File: src/hw/rtl/tst_pkg.sv
// Shared types, constants and helpers for the timer slot table.
// No dependencies; imported by every module of the block.
`default_nettype none

package tst_pkg;

  localparam int SLOTS  = 8;
  localparam int SLOT_W = (SLOTS > 1) ? $clog2(SLOTS) : 1;

  localparam logic [15:0] CNT_MAX = 16'hFFFF;
  localparam logic [7:0]  STEP_RESET = 8'd1;

  typedef enum logic [1:0] {
    CMD_NEW   = 2'd0,
    CMD_RENEW = 2'd1,
    CMD_TICK  = 2'd2
  } cmd_t;

  typedef enum logic [1:0] {
    KIND_OK      = 2'd0,
    KIND_FULL    = 2'd1,
    KIND_EXPIRED = 2'd2
  } kind_t;

  // Controller to datapath
  typedef struct packed {
    logic load;        // capture an input beat, rewind the slot index
    logic scan;        // examine one slot for new or renew
    logic commit;      // apply the table write and emit the final result
    logic tick;        // advance the accumulator, decide on firing
    logic fire;        // age or expire one slot
    logic final_emit;  // emit the status result
  } ctl_t;

  // Datapath to controller
  typedef struct packed {
    logic idx_last;    // current slot is the last one
    logic fire;        // tick reaches the deadline
  } sts_t;

  function automatic logic [15:0] sat_add16(input logic [15:0] a, input logic [15:0] b);
    logic [16:0] s;
    s = {1'b0, a} + {1'b0, b};
    return s[16] ? CNT_MAX : s[15:0];
  endfunction

  // Low three bits of a slot index, zero extended for small tables
  function automatic logic [2:0] slot_lo3(input logic [SLOT_W-1:0] idx);
    logic [SLOT_W+2:0] ext;
    ext = {3'b000, idx};
    return ext[2:0];
  endfunction

endpackage

`default_nettype wire

File: src/hw/rtl/tst_ctrl.sv
// Sequencer of the timer slot table: accepts commands and steps the datapath.
// Depends on tst_pkg for the command and status structs.
`default_nettype none

module tst_ctrl (
  input  wire logic          clk,
  input  wire logic          rst_n,
  input  wire logic          start,
  input  wire logic [1:0]    in_cmd,
  input  wire tst_pkg::sts_t sts,
  output tst_pkg::ctl_t      ctl,
  output logic               busy
);
  import tst_pkg::*;

  typedef enum logic [2:0] {
    S_IDLE,
    S_SCAN,
    S_COMMIT,
    S_TICK,
    S_FIRE,
    S_FINAL
  } state_t;

  state_t state_r, state_nxt;
  logic   busy_r;
  logic   accept;

  assign accept = start && !busy_r;
  assign busy   = busy_r;

  always_comb begin
    state_nxt = state_r;
    case (state_r)
      S_IDLE: begin
        if (accept) begin
          case (cmd_t'(in_cmd))
            CMD_NEW,
            CMD_RENEW: state_nxt = S_SCAN;
            CMD_TICK:  state_nxt = S_TICK;
            default:   state_nxt = S_FINAL;
          endcase
        end
      end
      S_SCAN:   if (sts.idx_last) state_nxt = S_COMMIT;
      S_COMMIT: state_nxt = S_IDLE;
      S_TICK:   state_nxt = sts.fire ? S_FIRE : S_FINAL;
      S_FIRE:   if (sts.idx_last) state_nxt = S_FINAL;
      S_FINAL:  state_nxt = S_IDLE;
      default:  state_nxt = S_IDLE;
    endcase
  end

  always_comb begin
    ctl            = '0;
    ctl.load       = (state_r == S_IDLE) && accept;
    ctl.scan       = (state_r == S_SCAN);
    ctl.commit     = (state_r == S_COMMIT);
    ctl.tick       = (state_r == S_TICK);
    ctl.fire       = (state_r == S_FIRE);
    ctl.final_emit = (state_r == S_FINAL);
  end

  always_ff @(posedge clk) begin
    if (!rst_n) begin
      state_r <= S_IDLE;
      busy_r  <= 1'b0;
    end else begin
      state_r <= state_nxt;
      busy_r  <= (state_nxt != S_IDLE);
    end
  end

endmodule

`default_nettype wire

File: src/hw/rtl/tst_datapath.sv
// Datapath of the timer slot table: slot store, accumulator, deadline,
// scan registers and the result register. Depends on tst_pkg.
`default_nettype none

module tst_datapath (
  input  wire logic                clk,
  input  wire logic                rst_n,
  input  wire tst_pkg::ctl_t       ctl,
  output tst_pkg::sts_t            sts,
  input  wire logic [1:0]          in_cmd,
  input  wire logic [15:0]         in_timeout,
  input  wire logic [15:0]         in_handle,
  input  wire logic signed [15:0]  in_tag,
  input  wire logic                cfg_we,
  input  wire logic [7:0]          cfg_data,
  output logic                     out_valid,
  output logic [1:0]               out_kind,
  output logic [2:0]               out_slot,
  output logic [15:0]              out_handle,
  output logic signed [15:0]       out_tag,
  output logic [15:0]              out_latency,
  output logic [15:0]              out_next_due,
  output logic                     out_last
);
  import tst_pkg::*;

  // Slot store
  logic [15:0]        remaining_r   [SLOTS];
  logic [15:0]        slot_handle_r [SLOTS];
  logic signed [15:0] slot_tag_r    [SLOTS];

  logic [15:0] elapsed_r, elapsed_nxt;
  logic [15:0] deadline_r, deadline_nxt;
  logic [7:0]  step_r;

  // Captured beat
  logic [1:0]         cmd_r;
  logic [15:0]        tmo_r;
  logic [15:0]        hnd_r;
  logic signed [15:0] tag_r;

  logic [SLOT_W-1:0] idx_r, idx_nxt;
  logic              free_found_r, free_found_nxt;
  logic [SLOT_W-1:0] free_idx_r, free_idx_nxt;
  logic              match_found_r, match_found_nxt;
  logic [SLOT_W-1:0] match_idx_r, match_idx_nxt;
  logic [15:0]       gone_r, gone_nxt;
  logic [15:0]       least_r, least_nxt;

  logic              rem_we;
  logic [SLOT_W-1:0] rem_widx;
  logic [15:0]       rem_wval;
  logic              meta_we;

  logic        emit;
  logic [1:0]  kind_nxt;
  logic [2:0]  slot_nxt;
  logic [15:0] handle_nxt;
  logic signed [15:0] tag_nxt;
  logic [15:0] latency_nxt;
  logic [15:0] due_out_nxt;
  logic        last_nxt;

  logic        out_valid_r;
  logic [1:0]  out_kind_r;
  logic [2:0]  out_slot_r;
  logic [15:0] out_handle_r;
  logic signed [15:0] out_tag_r;
  logic [15:0] out_latency_r;
  logic [15:0] out_next_due_r;
  logic        out_last_r;

  logic [15:0] cur_rem;
  logic        idx_last;
  logic [15:0] new_due;
  logic [15:0] tick_sum;
  logic        note;
  logic        full;

  assign cur_rem  = remaining_r[idx_r];
  assign idx_last = (idx_r == SLOT_W'(SLOTS - 1));
  assign new_due  = sat_add16(tmo_r, elapsed_r);
  assign tick_sum = sat_add16(elapsed_r, {8'd0, step_r});

  assign sts.idx_last = idx_last;
  assign sts.fire     = (deadline_r != 16'd0) && (tick_sum >= deadline_r);

  always_comb begin
    idx_nxt         = idx_r;
    free_found_nxt  = free_found_r;
    free_idx_nxt    = free_idx_r;
    match_found_nxt = match_found_r;
    match_idx_nxt   = match_idx_r;
    gone_nxt        = gone_r;
    least_nxt       = least_r;
    elapsed_nxt     = elapsed_r;
    deadline_nxt    = deadline_r;
    rem_we          = 1'b0;
    rem_widx        = idx_r;
    rem_wval        = 16'd0;
    meta_we         = 1'b0;
    note            = 1'b0;
    full            = 1'b0;
    emit            = 1'b0;
    kind_nxt        = KIND_OK;
    slot_nxt        = 3'd0;
    handle_nxt      = 16'd0;
    tag_nxt         = 16'sd0;
    latency_nxt     = 16'd0;
    due_out_nxt     = 16'd0;
    last_nxt        = 1'b0;

    if (ctl.load) begin
      idx_nxt         = '0;
      free_found_nxt  = 1'b0;
      match_found_nxt = 1'b0;
    end

    if (ctl.scan) begin
      idx_nxt = idx_r + SLOT_W'(1);
      if (cur_rem == 16'd0 && !free_found_r) begin
        free_found_nxt = 1'b1;
        free_idx_nxt   = idx_r;
      end
      if (cmd_t'(cmd_r) == CMD_RENEW && cur_rem != 16'd0 && !match_found_r &&
          slot_handle_r[idx_r] == hnd_r && slot_tag_r[idx_r] == tag_r) begin
        match_found_nxt = 1'b1;
        match_idx_nxt   = idx_r;
      end
    end

    if (ctl.commit) begin
      if (cmd_t'(cmd_r) == CMD_RENEW && match_found_r) begin
        // reload in place; zero cancels
        rem_we   = 1'b1;
        rem_widx = match_idx_r;
        rem_wval = tmo_r;
        note     = (tmo_r != 16'd0);
      end else if (tmo_r == 16'd0) begin
        note = 1'b0;
      end else if (free_found_r) begin
        rem_we   = 1'b1;
        meta_we  = 1'b1;
        rem_widx = free_idx_r;
        rem_wval = tmo_r;
        note     = 1'b1;
      end else begin
        full = 1'b1;
      end
      if (note && (new_due < deadline_r || deadline_r == 16'd0)) begin
        deadline_nxt = new_due;
      end
      emit        = 1'b1;
      kind_nxt    = full ? KIND_FULL : KIND_OK;
      due_out_nxt = deadline_nxt;
      last_nxt    = 1'b1;
    end

    if (ctl.tick) begin
      idx_nxt = '0;
      if (deadline_r != 16'd0) begin
        if (tick_sum >= deadline_r) begin
          elapsed_nxt = 16'd0;
          gone_nxt    = tick_sum;
          least_nxt   = CNT_MAX;
        end else begin
          elapsed_nxt = tick_sum;
        end
      end
    end

    if (ctl.fire) begin
      idx_nxt = idx_r + SLOT_W'(1);
      if (cur_rem != 16'd0) begin
        rem_we = 1'b1;
        if (gone_r >= cur_rem) begin
          rem_wval    = 16'd0;
          emit        = 1'b1;
          kind_nxt    = KIND_EXPIRED;
          slot_nxt    = slot_lo3(idx_r);
          handle_nxt  = slot_handle_r[idx_r];
          tag_nxt     = slot_tag_r[idx_r];
          latency_nxt = gone_r - cur_rem;
        end else begin
          rem_wval = cur_rem - gone_r;
          if (rem_wval < least_r) least_nxt = rem_wval;
        end
      end
      if (idx_last) begin
        deadline_nxt = (least_nxt == CNT_MAX) ? 16'd0 : least_nxt;
      end
    end

    if (ctl.final_emit) begin
      emit        = 1'b1;
      kind_nxt    = KIND_OK;
      due_out_nxt = deadline_r;
      last_nxt    = 1'b1;
    end
  end

  // Slot store: remaining counts reset to free, metadata only when written
  always_ff @(posedge clk) begin
    if (!rst_n) begin
      for (int i = 0; i < SLOTS; i++) remaining_r[i] <= 16'd0;
    end else if (rem_we) begin
      remaining_r[rem_widx] <= rem_wval;
    end
  end

  always_ff @(posedge clk) begin
    if (meta_we) begin
      slot_handle_r[rem_widx] <= hnd_r;
      slot_tag_r[rem_widx]    <= tag_r;
    end
  end

  always_ff @(posedge clk) begin
    if (!rst_n) begin
      elapsed_r     <= 16'd0;
      deadline_r    <= 16'd0;
      step_r        <= STEP_RESET;
      idx_r         <= '0;
      free_found_r  <= 1'b0;
      match_found_r <= 1'b0;
      out_valid_r   <= 1'b0;
    end else begin
      elapsed_r     <= elapsed_nxt;
      deadline_r    <= deadline_nxt;
      if (cfg_we) step_r <= cfg_data;
      idx_r         <= idx_nxt;
      free_found_r  <= free_found_nxt;
      match_found_r <= match_found_nxt;
      out_valid_r   <= emit;
    end
  end

  always_ff @(posedge clk) begin
    if (ctl.load) begin
      cmd_r <= in_cmd;
      tmo_r <= in_timeout;
      hnd_r <= in_handle;
      tag_r <= in_tag;
    end
    free_idx_r  <= free_idx_nxt;
    match_idx_r <= match_idx_nxt;
    gone_r      <= gone_nxt;
    least_r     <= least_nxt;
    if (emit) begin
      out_kind_r     <= kind_nxt;
      out_slot_r     <= slot_nxt;
      out_handle_r   <= handle_nxt;
      out_tag_r      <= tag_nxt;
      out_latency_r  <= latency_nxt;
      out_next_due_r <= due_out_nxt;
      out_last_r     <= last_nxt;
    end
  end

  assign out_valid    = out_valid_r;
  assign out_kind     = out_kind_r;
  assign out_slot     = out_slot_r;
  assign out_handle   = out_handle_r;
  assign out_tag      = out_tag_r;
  assign out_latency  = out_latency_r;
  assign out_next_due = out_next_due_r;
  assign out_last     = out_last_r;

endmodule

`default_nettype wire

File: src/hw/rtl/timer_slot_table_unit.sv
// Top level of the timer slot table: sequencer plus datapath.
// Depends on tst_pkg, tst_ctrl and tst_datapath.
// A new/renew keeps busy through the slot scan (one slot scanned per cycle) and then
// the table write; a tick keeps busy through its tick and final steps, plus a fire
// scan of every slot when it fires. Results leave one per cycle from the result
// register; the final beat shows in the cycle busy drops, in which a new command can be taken.
// Synchronous active-low reset frees all slots, stops the timer, sets tick_step to 1.
`default_nettype none

module timer_slot_table_unit (
  input  wire logic               clk,
  input  wire logic               rst_n,
  input  wire logic               start,
  output logic                    busy,
  input  wire logic [1:0]         in_cmd,
  input  wire logic [15:0]        in_timeout,
  input  wire logic [15:0]        in_handle,
  input  wire logic signed [15:0] in_tag,
  input  wire logic               cfg_valid,
  output logic                    cfg_ready,
  input  wire logic [7:0]         cfg_data,
  output logic                    out_valid,
  output logic [1:0]              out_kind,
  output logic [2:0]              out_slot,
  output logic [15:0]             out_handle,
  output logic signed [15:0]      out_tag,
  output logic [15:0]             out_latency,
  output logic [15:0]             out_next_due,
  output logic                    out_last
);
  import tst_pkg::*;

  ctl_t ctl;
  sts_t sts;

  // The user must write tick_step only while idle; the block does not enforce it, so the channel never stalls
  assign cfg_ready = 1'b1;

  tst_ctrl u_ctrl (
    .clk    (clk),
    .rst_n  (rst_n),
    .start  (start),
    .in_cmd (in_cmd),
    .sts    (sts),
    .ctl    (ctl),
    .busy   (busy)
  );

  tst_datapath u_dp (
    .clk          (clk),
    .rst_n        (rst_n),
    .ctl          (ctl),
    .sts          (sts),
    .in_cmd       (in_cmd),
    .in_timeout   (in_timeout),
    .in_handle    (in_handle),
    .in_tag       (in_tag),
    .cfg_we       (cfg_valid && cfg_ready),
    .cfg_data     (cfg_data),
    .out_valid    (out_valid),
    .out_kind     (out_kind),
    .out_slot     (out_slot),
    .out_handle   (out_handle),
    .out_tag      (out_tag),
    .out_latency  (out_latency),
    .out_next_due (out_next_due),
    .out_last     (out_last)
  );

endmodule

`default_nettype wire

File: config.mk
export PLATFORM = sky130hd
export DESIGN_NAME = timer_slot_table_unit
export DESIGN_NICKNAME = d
export VERILOG_FILES = /design/src/hw/rtl/tst_pkg.sv /design/src/hw/rtl/tst_ctrl.sv /design/src/hw/rtl/tst_datapath.sv /design/src/hw/rtl/timer_slot_table_unit.sv
export SDC_FILE = /design/constraint.sdc
export NUM_CORES = 1
export LEC_CHECK = 0
export BUFFER_PORTS_ARGS = -buffer_cell sky130_fd_sc_hd__buf_2
export CAP_MARGIN = 40
export CORE_MARGIN = 2
export CORE_UTILIZATION = 40
export DETAILED_ROUTE_END_ITERATION = 12
export PLACE_DENSITY = 0.55
export SKIP_LAST_GASP = 1
export SYNTH_ARGS = -nofsm -noshare
export SYNTH_HDL_FRONTEND = slang
export SYNTH_HIERARCHICAL = 1
export SYNTH_SLANG_ARGS = --single-unit
File: constraint.sdc
create_clock -name clk -period 9.5 [get_ports clk]
set_input_delay 0.475 -clock clk [delete_from_list [all_inputs] [get_ports clk]]
set_output_delay 0.475 -clock clk [all_outputs]
set_load 0.1 [all_outputs]
; After elaboration in Yosys (flattened, before gate mapping)
; Memories as Yosys holds them, arrays and structs flattened. A register that Yosys moved wholly into a read port is not among the register bits.
; Cells that the tools add are included.
[classes]
mux = 84
n_eq_ne = 12
n_reduce_logical = 31
n_addsub = 5
n_lt_le_gt_ge = 4
[op_table]
columns = cell, count
row1 = $mux W16, 26
row2 = $mux W3, 18
row3 = $logic_not A16 Y1, 3
row4 = $reduce_bool A16 Y1, 3
row5 = $mux W1, 34
row6 = $eq A16 B16 Y1, 2
row7 = $ge A16 B16 Y1, 2
row8 = $lt A16 B16 Y1, 2
row9 = $sub A16 B16 Y16, 2
row10 = $add A16 B16 Y17, 1
row11 = $add A16 B8 Y17, 1
row12 = $eq A16 B16 Y1 const B, 1
row13 = $reduce_or A16 Y1, 1
row14 = $pmux W3 S4, 1
row15 = $logic_and A1 B1 Y1, 10
row16 = $eq A3 B3 Y1 const B, 3
row17 = $mux W2, 4
row18 = $eq A3 B2 Y1 const B, 2
row19 = $pmux W3 S2, 1
row20 = $reduce_and A2 Y1, 3
row21 = $reduce_and A3 Y1, 2
row22 = $eq A2 B1 Y1 const B, 2
row23 = $reduce_bool A4 Y1, 1
row24 = $add A3 B1 Y3 const B, 1
row25 = other kinds (8), 10
[totals]
mem_bits_rw = 384
regBits = 208
n_memories = 3
inputBits = 62
[memory_table]
columns = name, words, width, rd, rd_ports_with_merged_regs, wr, line_no
row1 = u_dp.remaining_r, 8, 16, 1, 1, 8, tst_datapath.sv:28  ; logic [15:0] remaining_r [SLOTS];
row2 = u_dp.slot_handle_r, 8, 16, 1, 1, 1, tst_datapath.sv:29  ; logic [15:0] slot_handle_r [SLOTS];
row3 = u_dp.slot_tag_r, 8, 16, 1, 1, 1, tst_datapath.sv:30  ; logic signed [15:0] slot_tag_r [SLOTS];

; Depth between registers and ports, before layout
; Gate-level depths: netlist of run 1.
[depth]
depth_word = 14
ltp_mapped = 30
ltp_nobuf = 22

; Cells and area by module
; Netlist of run 1, hierarchy kept.
[modules_own_cells]
columns = module, seq_area_each_um2, cells_each, instances, area_each_um2
row1 = tst_datapath, 17096.4, 2094, 1, 28197.0
row2 = tst_ctrl, 80.1, 26, 1, 232.7
row3 = timer_slot_table_unit, 0.0, 2, 1, 11.3

; Worst setup path after synthesis of run 1
; No wires, ideal clock.
[synth_timing]
path_type = reg-to-reg
from = register (tool-made name)
to = register u_dp.out_handle_r[0], in the netlist u_dp/out_handle[0] (read register of u_dp.slot_handle_r), enable pin
path_stages_with_launch = 21
synth_period_minus_slack_ns = 6.091
setup_ns = 0.430
path_slack_ns = 3.409
arrival_time_ns = 5.661
cell_sequence = dfxtp_1 -> clkbuf_1 -> buf_2 -> buf_2 -> buf_4 -> buf_2 -> mux4_2 -> nand2_1 -> and2_1 -> inv_1 -> ha_1 -> fa_1 -> nand2b_1 -> a21oi_1 -> a41oi_1 -> o21bai_1 -> a21oi_1 -> or2_2 -> buf_2 -> buf_1 -> nand2_1
[synth_lines]
columns = element, line_no
row1 = end: declaration, tst_datapath.sv:67  ; logic [15:0] out_handle_r;

==> out/results.ini, run 1 <==
[sta]
finalHoldViolCount = 0
setup_viol = 0
rsz0062_at_grt = no
max_freq_ghz = 0.143
fin_worst_skew_ns = 0.0348
period_share_pct = 73.5
worst-slew-pin-transition_ns = 1.00
min_period_ns = 6.99
slew_viol_final = 0
maxSlewHeadroom_pct = 33.1
tns_ns = 0

[power]
p_sw_share_pct = 27.3
leakagePower_uw = 0.0114
internal_power_uw = 4840
power_density_nw_per_um2 = 205
power_frac_seq_pct = 46.5
combPwrFrac_pct = 14.4
vdd_ir_drop_max_v = 0.000175
switchingPower_uw = 1820
p_clk_share_pct = 39.1

[run_status]
status = complete, no violations

[detailed_routing]
num_vias = 18300
first_iter_violations = 1746
post_drt_via_cell_ratio = 5.60
drt-total-wl_um = 76600
drc = 0
first_pass_iters = 5
postRouteAntennaNets = 0
wl_per_cell_um = 23.4

[logic_synthesis]
syn-cell-area_um2 = 28400
synth_edf_count = 526
synth_cell_types = 97
avgSynthCellArea_um2 = 13.4
synth_ff_type = edfxtp_1
syn_nets = 2291
ys_ff_latch = 595
ys_seq_area_share_pct = 60.4
synthArstFlopShare_pct = 0
yosys_warnings = 6
synth_cells = 2122

[layout]
nets = 2441
final_layout_size_suffix_gt1_share_pct = 18.3
final_cell_mix = 526 x edfxtp_1, 303 x nor2_1, 135 x buf_2
syn2layout_area_growth_pct = 14.2
final_common_cell = edfxtp_1
instances_no_fill = 3266

[worst_setup_path]
worstPathRequired_ns = 10.01
critPathLaunchType = flip-flop
max_stage_delay_ns = 0.67
path_common_cell = o21ai_0
cp-end-kind = flip-flop
worstPathCellList = buf_4, mux4_2, nand2_1, and2_1, ha_1, inv_1, fa_1, nand3_1, a21oi_1, o41a_1, o21ai_0, o21ai_0, a21oi_1, ha_1, and3_1, o21ai_0, nor2_1, a211oi_1, and4b_4, o31ai_1, a41o_1, a221oi_2
path_max_fanout = 43
slowest_stage = dfxtp_4
reg2reg_setup_slack_ns = 2.51
cp.arrival_ns = 7.50
worstSetupPathType = reg -> reg

[worst_hold_path]
min_path_type = in -> reg

[global_routing]
grt_use_total_pct = 20.9
grt-ovfl-total = 0
grt_max_degree = 73
grt_antenna_before_repair = 0
grt_pass1_wl_um = 116000
grt_pass1_vias = 18600

[place]
io_buffers = 133
place_congestion = 0.917
hpwlAfterDp_um = 52500
dp.cells = 3131

[clocking]
cts_tree = done
clock_sinks = 595
ctsRootBufferMaster = clkbuf_16
cts_resized = 0
cts_max_level = 3
cts_buffers = 68
path_clk_slew_ns = 0.06
clk_latency_ns = 0.62
clk_path_buf_depth = 3

[run]
maxCapViolations = 0

[die]
die_h_um = 271
num_rows = 97
initial_core_util_pct = 40.5
core-area_um2 = 70300
dieArea_um2 = 73300
die_w_um = 271
io_pins = 135

power groups by stage:
stage,clock network [uW],registers [uW],logic [uW]
floorplan,0,3180,629
global placement,0,3140,946
detailed placement,0,3150,956
CTS,2670,3090,962
global route,2770,3110,1050
finish,2600,3090,959
synth_stat cells, types with 16 or more instances:
cell | instances | share of area (%)
inv_1 | 94 | 1.2
a21oi_1 | 84 | 1.5
nor2b_1 | 16 | 0.35
mux4_2 | 91 | 7.2
o21ai_0 | 61 | 1.1
nor3_1 | 31 | 0.55
a22oi_1 | 19 | 0.50
nand2b_1 | 22 | 0.48
dfxtp_1 | 69 | 4.9
nor2_1 | 311 | 4.1
nand2_1 | 116 | 1.5
xnor2_1 | 38 | 1.2
xor2_1 | 28 | 0.86
clkbuf_1 | 42 | 0.55
nand4_1 | 23 | 0.51
ha_1 | 103 | 4.5
a21o_1 | 25 | 0.66
buf_2 | 25 | 0.44
nor4_1 | 29 | 0.64
mux2i_1 | 64 | 2.3
edfxtp_1 | 526 | 56
final cells by class:
cell class | count | area (um2)
diodes | 1 | 2.50
flip-flops and latches | 595 | 17200
clock buffers | 89 | 1790
repair buffers | 172 | 981
clock inverters | 34 | 432
multi-input cells | 1340 | 10500
fillers | 6280 | 37800
inverters | 95 | 357
well taps | 940 | 1180
metal layers:
metal	part of all wire, %	vias to the layer above	global-route usage, %
met2	48	557	34.4
met1	43	9232	27.7
li1	-	8360	-
met4	3.7	0	7.79
met5	0	-	0
met3	5.5	125	3.53
sequential cells by signal, summed over array words and instances, names as in the netlist, 8 cells and up, named ones only:
signal / flops
u_dp/out_latency: 16
u_dp/tmo_r: 16
u_dp/elapsed_r: 16
u_dp/out_handle: 16
u_dp/deadline_r: 16
u_dp/slot_tag_r: 128
u_dp/tag_r: 16
u_dp/remaining_r: 128
u_dp/least_r: 16
u_dp/out_next_due: 16
u_dp/slot_handle_r: 128
u_dp/gone_r: 16
u_dp/out_tag: 16
u_dp/step_r: 8
u_dp/hnd_r: 16
worst max-delay path: cells and delay by family, from the launching register on:
family | cells | cell delay [ns]
flip-flops | 1 | 0.67
buffers and inverters | 2 | 0.71
multiplexers | 1 | 0.59
AO/OA/AOI/OAI | 10 | 2.62
AND/OR/NAND/NOR | 6 | 1.19
adder cells (fa/ha/maj) | 3 | 1.03
final timing paths:
check,startpoint,endpoint,depth (start not counted)
max reg2reg,flip-flop,u_dp/deadline_r[6],22
max,flip-flop,u_dp/deadline_r[6],22
min reg2reg,u_dp/step_r[5],u_dp/step_r[5],2
min,in_tag[9],u_dp/tag_r[9],1
cells by family after synthesis:
kind of cell / after synthesis / synth area share (%)
buffers and inverters: 187 / 2.87
adder cells (fa/ha/maj): 107 / 4.81
AO/OA/AOI/OAI: 350 / 9.14
XOR/XNOR: 66 / 2.03
other: 1 / 0.0132
multiplexers: 169 / 10.1
AND/OR/NAND/NOR: 647 / 10.7
flip-flops: 595 / 60.4
stage by stage:
stage               total power [uW]  cell area (um2)  util, %  setup slack [ns]  hold slack (ns)
CTS                             6720            32500     46.2              2.50        0.0000128
global placement                4090            30100     42.8              2.67            0.483
global route                    6920            32500     46.2              2.00          0.00279
floorplan                       3810            28400        -              3.41            0.446
detailed placement              4100            30100     42.9              2.53            0.491
finish                          6650            32500     46.2              2.51           0.0295
timing repair:
action / in CTS / in global routing
endpoints found under the hold margin: 11 / 0
setup buffers: 0 / 0
hold buffers: 11 / 0
(Power assumes the default switching activity.)
==> run 2: changes to the inputs <==
- PLACE_DENSITY: 0.55 -> 0.57
- clock period: 9.5 -> 5.7 ns (I/O delays scaled with it)
==> out/results.ini, run 2 (synthesis results as in run 1) <==
[run_status]
status = complete, no violations

[layout]
syn2layout_area_growth_pct = 18.5
post-route-util_pct = 48.0
diodes = 0
instances_no_fill = 3372
reg.largest.list = u_dp/remaining_r (128), u_dp/slot_handle_r (128), u_dp/slot_tag_r (128)
nets = 2551
final_common_cell = edfxtp_1
final_layout_size_suffix_gt1_share_pct = 20.6
fillers = 6157
final_cell_mix = 526 x edfxtp_1, 303 x nor2_1, 133 x buf_2

[place]
hpwlAfterDp_um = 53700
dp.cells = 3186
io_buffers = 133
place_congestion = 0.947

[worst_setup_path]
crit-reg2reg-launch = u_dp/tmo_r[0]
path_common_cell = o21ai_0
max_stage_delay_ns = 0.50
cp-startpoint = u_dp/tmo_r[0]
cp.arrival_ns = 5.90
worstSetupPathType = reg -> reg
worstPathCellList = ha_1, inv_1, fa_1, nor2b_1, o31a_1, o21ai_0, nand4_1, nand2_1, o21ai_0, ha_1, o211ai_1, or3b_2, a31o_2, o2111ai_4, nor2_4, buf_4, buf_4, nand3_1, o21ai_0, a221oi_2
critPathLaunchType = flip-flop
endpoint = u_dp/deadline_r[8]
worstPathRequired_ns = 6.22
r2r_end = u_dp/deadline_r[8]
path_max_fanout = 17
slowest_stage = edfxtp_1
cp-end-kind = flip-flop
reg2reg_setup_slack_ns = 0.33
worstRegToRegCells = 20

[die]
io_pins = 135
core-area_um2 = 70300
die_h_um = 271
num_rows = 97
initial_core_util_pct = 40.5
dieArea_um2 = 73300
die_w_um = 271

[clocking]
cts_buffers = 66
clk_path_buf_depth = 3
cts_tree = done
cts_max_level = 3
clk_latency_ns = 0.63
path_clk_slew_ns = 0.06
clock_sinks = 595
ctsRootBufferMaster = clkbuf_16

[global_routing]
grt-ovfl-total = 0
busiest_layer = met2
grt_use_total_pct = 20.9
grt_antenna_before_repair = 0
grtUsageMet1_pct = 27.6
grt_pass1_wl_um = 116000
grt_max_degree = 51
met2_usage_pct = 36.2
grt_use_met3_pct = 2.89
grt_pass1_vias = 18900

[sta]
setup_viol = 0
tns_ns = 0
worst-slew-pin-transition_ns = 1.08
period_share_pct = 94.3
min_period_ns = 5.37
max_freq_ghz = 0.186
maxSlewHeadroom_pct = 27.7
fin_hold_ws_ns = 0.0732
fin_worst_skew_ns = 0.0420
slew_viol_final = 0
finalHoldViolCount = 0

[power]
power_density_nw_per_um2 = 340
vdd_ir_drop_max_v = 0.000306
leakagePower_uw = 0.0120

[detailed_routing]
wl_per_cell_um = 22.9
drt-total-wl_um = 77200
num_vias = 18700
post_drt_via_cell_ratio = 5.53
drc = 0
first_pass_iters = 8
first_iter_violations = 1448
postRouteAntennaNets = 0

[run]
maxCapViolations = 0

[worst_hold_path]
min_path_type = in -> reg

run 2: cell count changes in the layout (fill, tap and decap cells not counted), sizes merged, moves of 3 or more:
cell / delta
buf: +65
dlygate4sd3: +47
inv: -4
clkinvlp: +3
bufinv: +5
clkbuf: -8
run 2: worst min-delay path by stage:
stage	slack (ns)	startpoint	end	cells after the start
CTS	0.04	cfg_valid	u_dp/step_r[0]	3
global placement	0.46	in_tag[3]	u_dp/tag_r[3]	1
finish	0.07	cfg_valid	u_dp/step_r[0]	3
global route	0.10	cfg_valid	u_dp/step_r[7]	3
floorplan	0.38	in_cmd[0]	u_dp/cmd_r[0]	0
detailed placement	0.46	in_tag[3]	u_dp/tag_r[3]	1
run 2: power breakdown:
group / total (uW) / switching, uW / internal [uW] / leakage (uW)
Combinational: 1730 / 1060 / 670 / 0.00538
Clock: 4580 / 1820 / 2750 / 0.00113
Sequential: 5150 / 196 / 4950 / 0.00547
Total: 11500 / 3080 / 8380 / 0.0120
run 2: critical path, delay by kind of cell, from the launching register on:
family,cells,cell delay (ns)
AO/OA/AOI/OAI,8,2.18
adder cells (fa/ha/maj),3,0.87
flip-flops,1,0.50
buffers and inverters,3,0.41
AND/OR/NAND/NOR,6,1.31
run 2: per-layer routing:
layer	share of wire [%]	routed length (um)
met1	43	32900
met2	50	38800
met3	5.0	3890
met4	2.1	1600
met5	0	0
run 2: layout make-up:
type	instances	area (um2)	area share (%)
clock buffers	81	1770	5.25
clock inverters	37	604	1.79
inverters	95	357	1.06
multi-input cells	1340	10600	31.3
flip-flops and latches	595	17200	51.0
well taps	940	1180	3.49
repair buffers	284	2060	6.11
run 2: stage by stage:
step / instance area, um2 / setup WS [ns] / power (uW)
after floorplan: 28500 / 0.0274 / 6360
after global placement: 30600 / 0.234 / 6910
after detailed placement: 30600 / 0.0700 / 6930
after CTS: 33600 / 0.0575 / 11500
after global routing: 33700 / -0.00387 / 11900
final: 33700 / 0.327 / 11500
run 2: timing repair:
| item | CTS | global route |
|---|---|---|
| endpoints found under the hold margin | 59 | 0 |
| hold buffers | 58 | 0 |
| endpoints found under the setup margin | 0 | 32 |
| setup buffers | 0 | 10 |
| resized for setup | 0 | 1 |
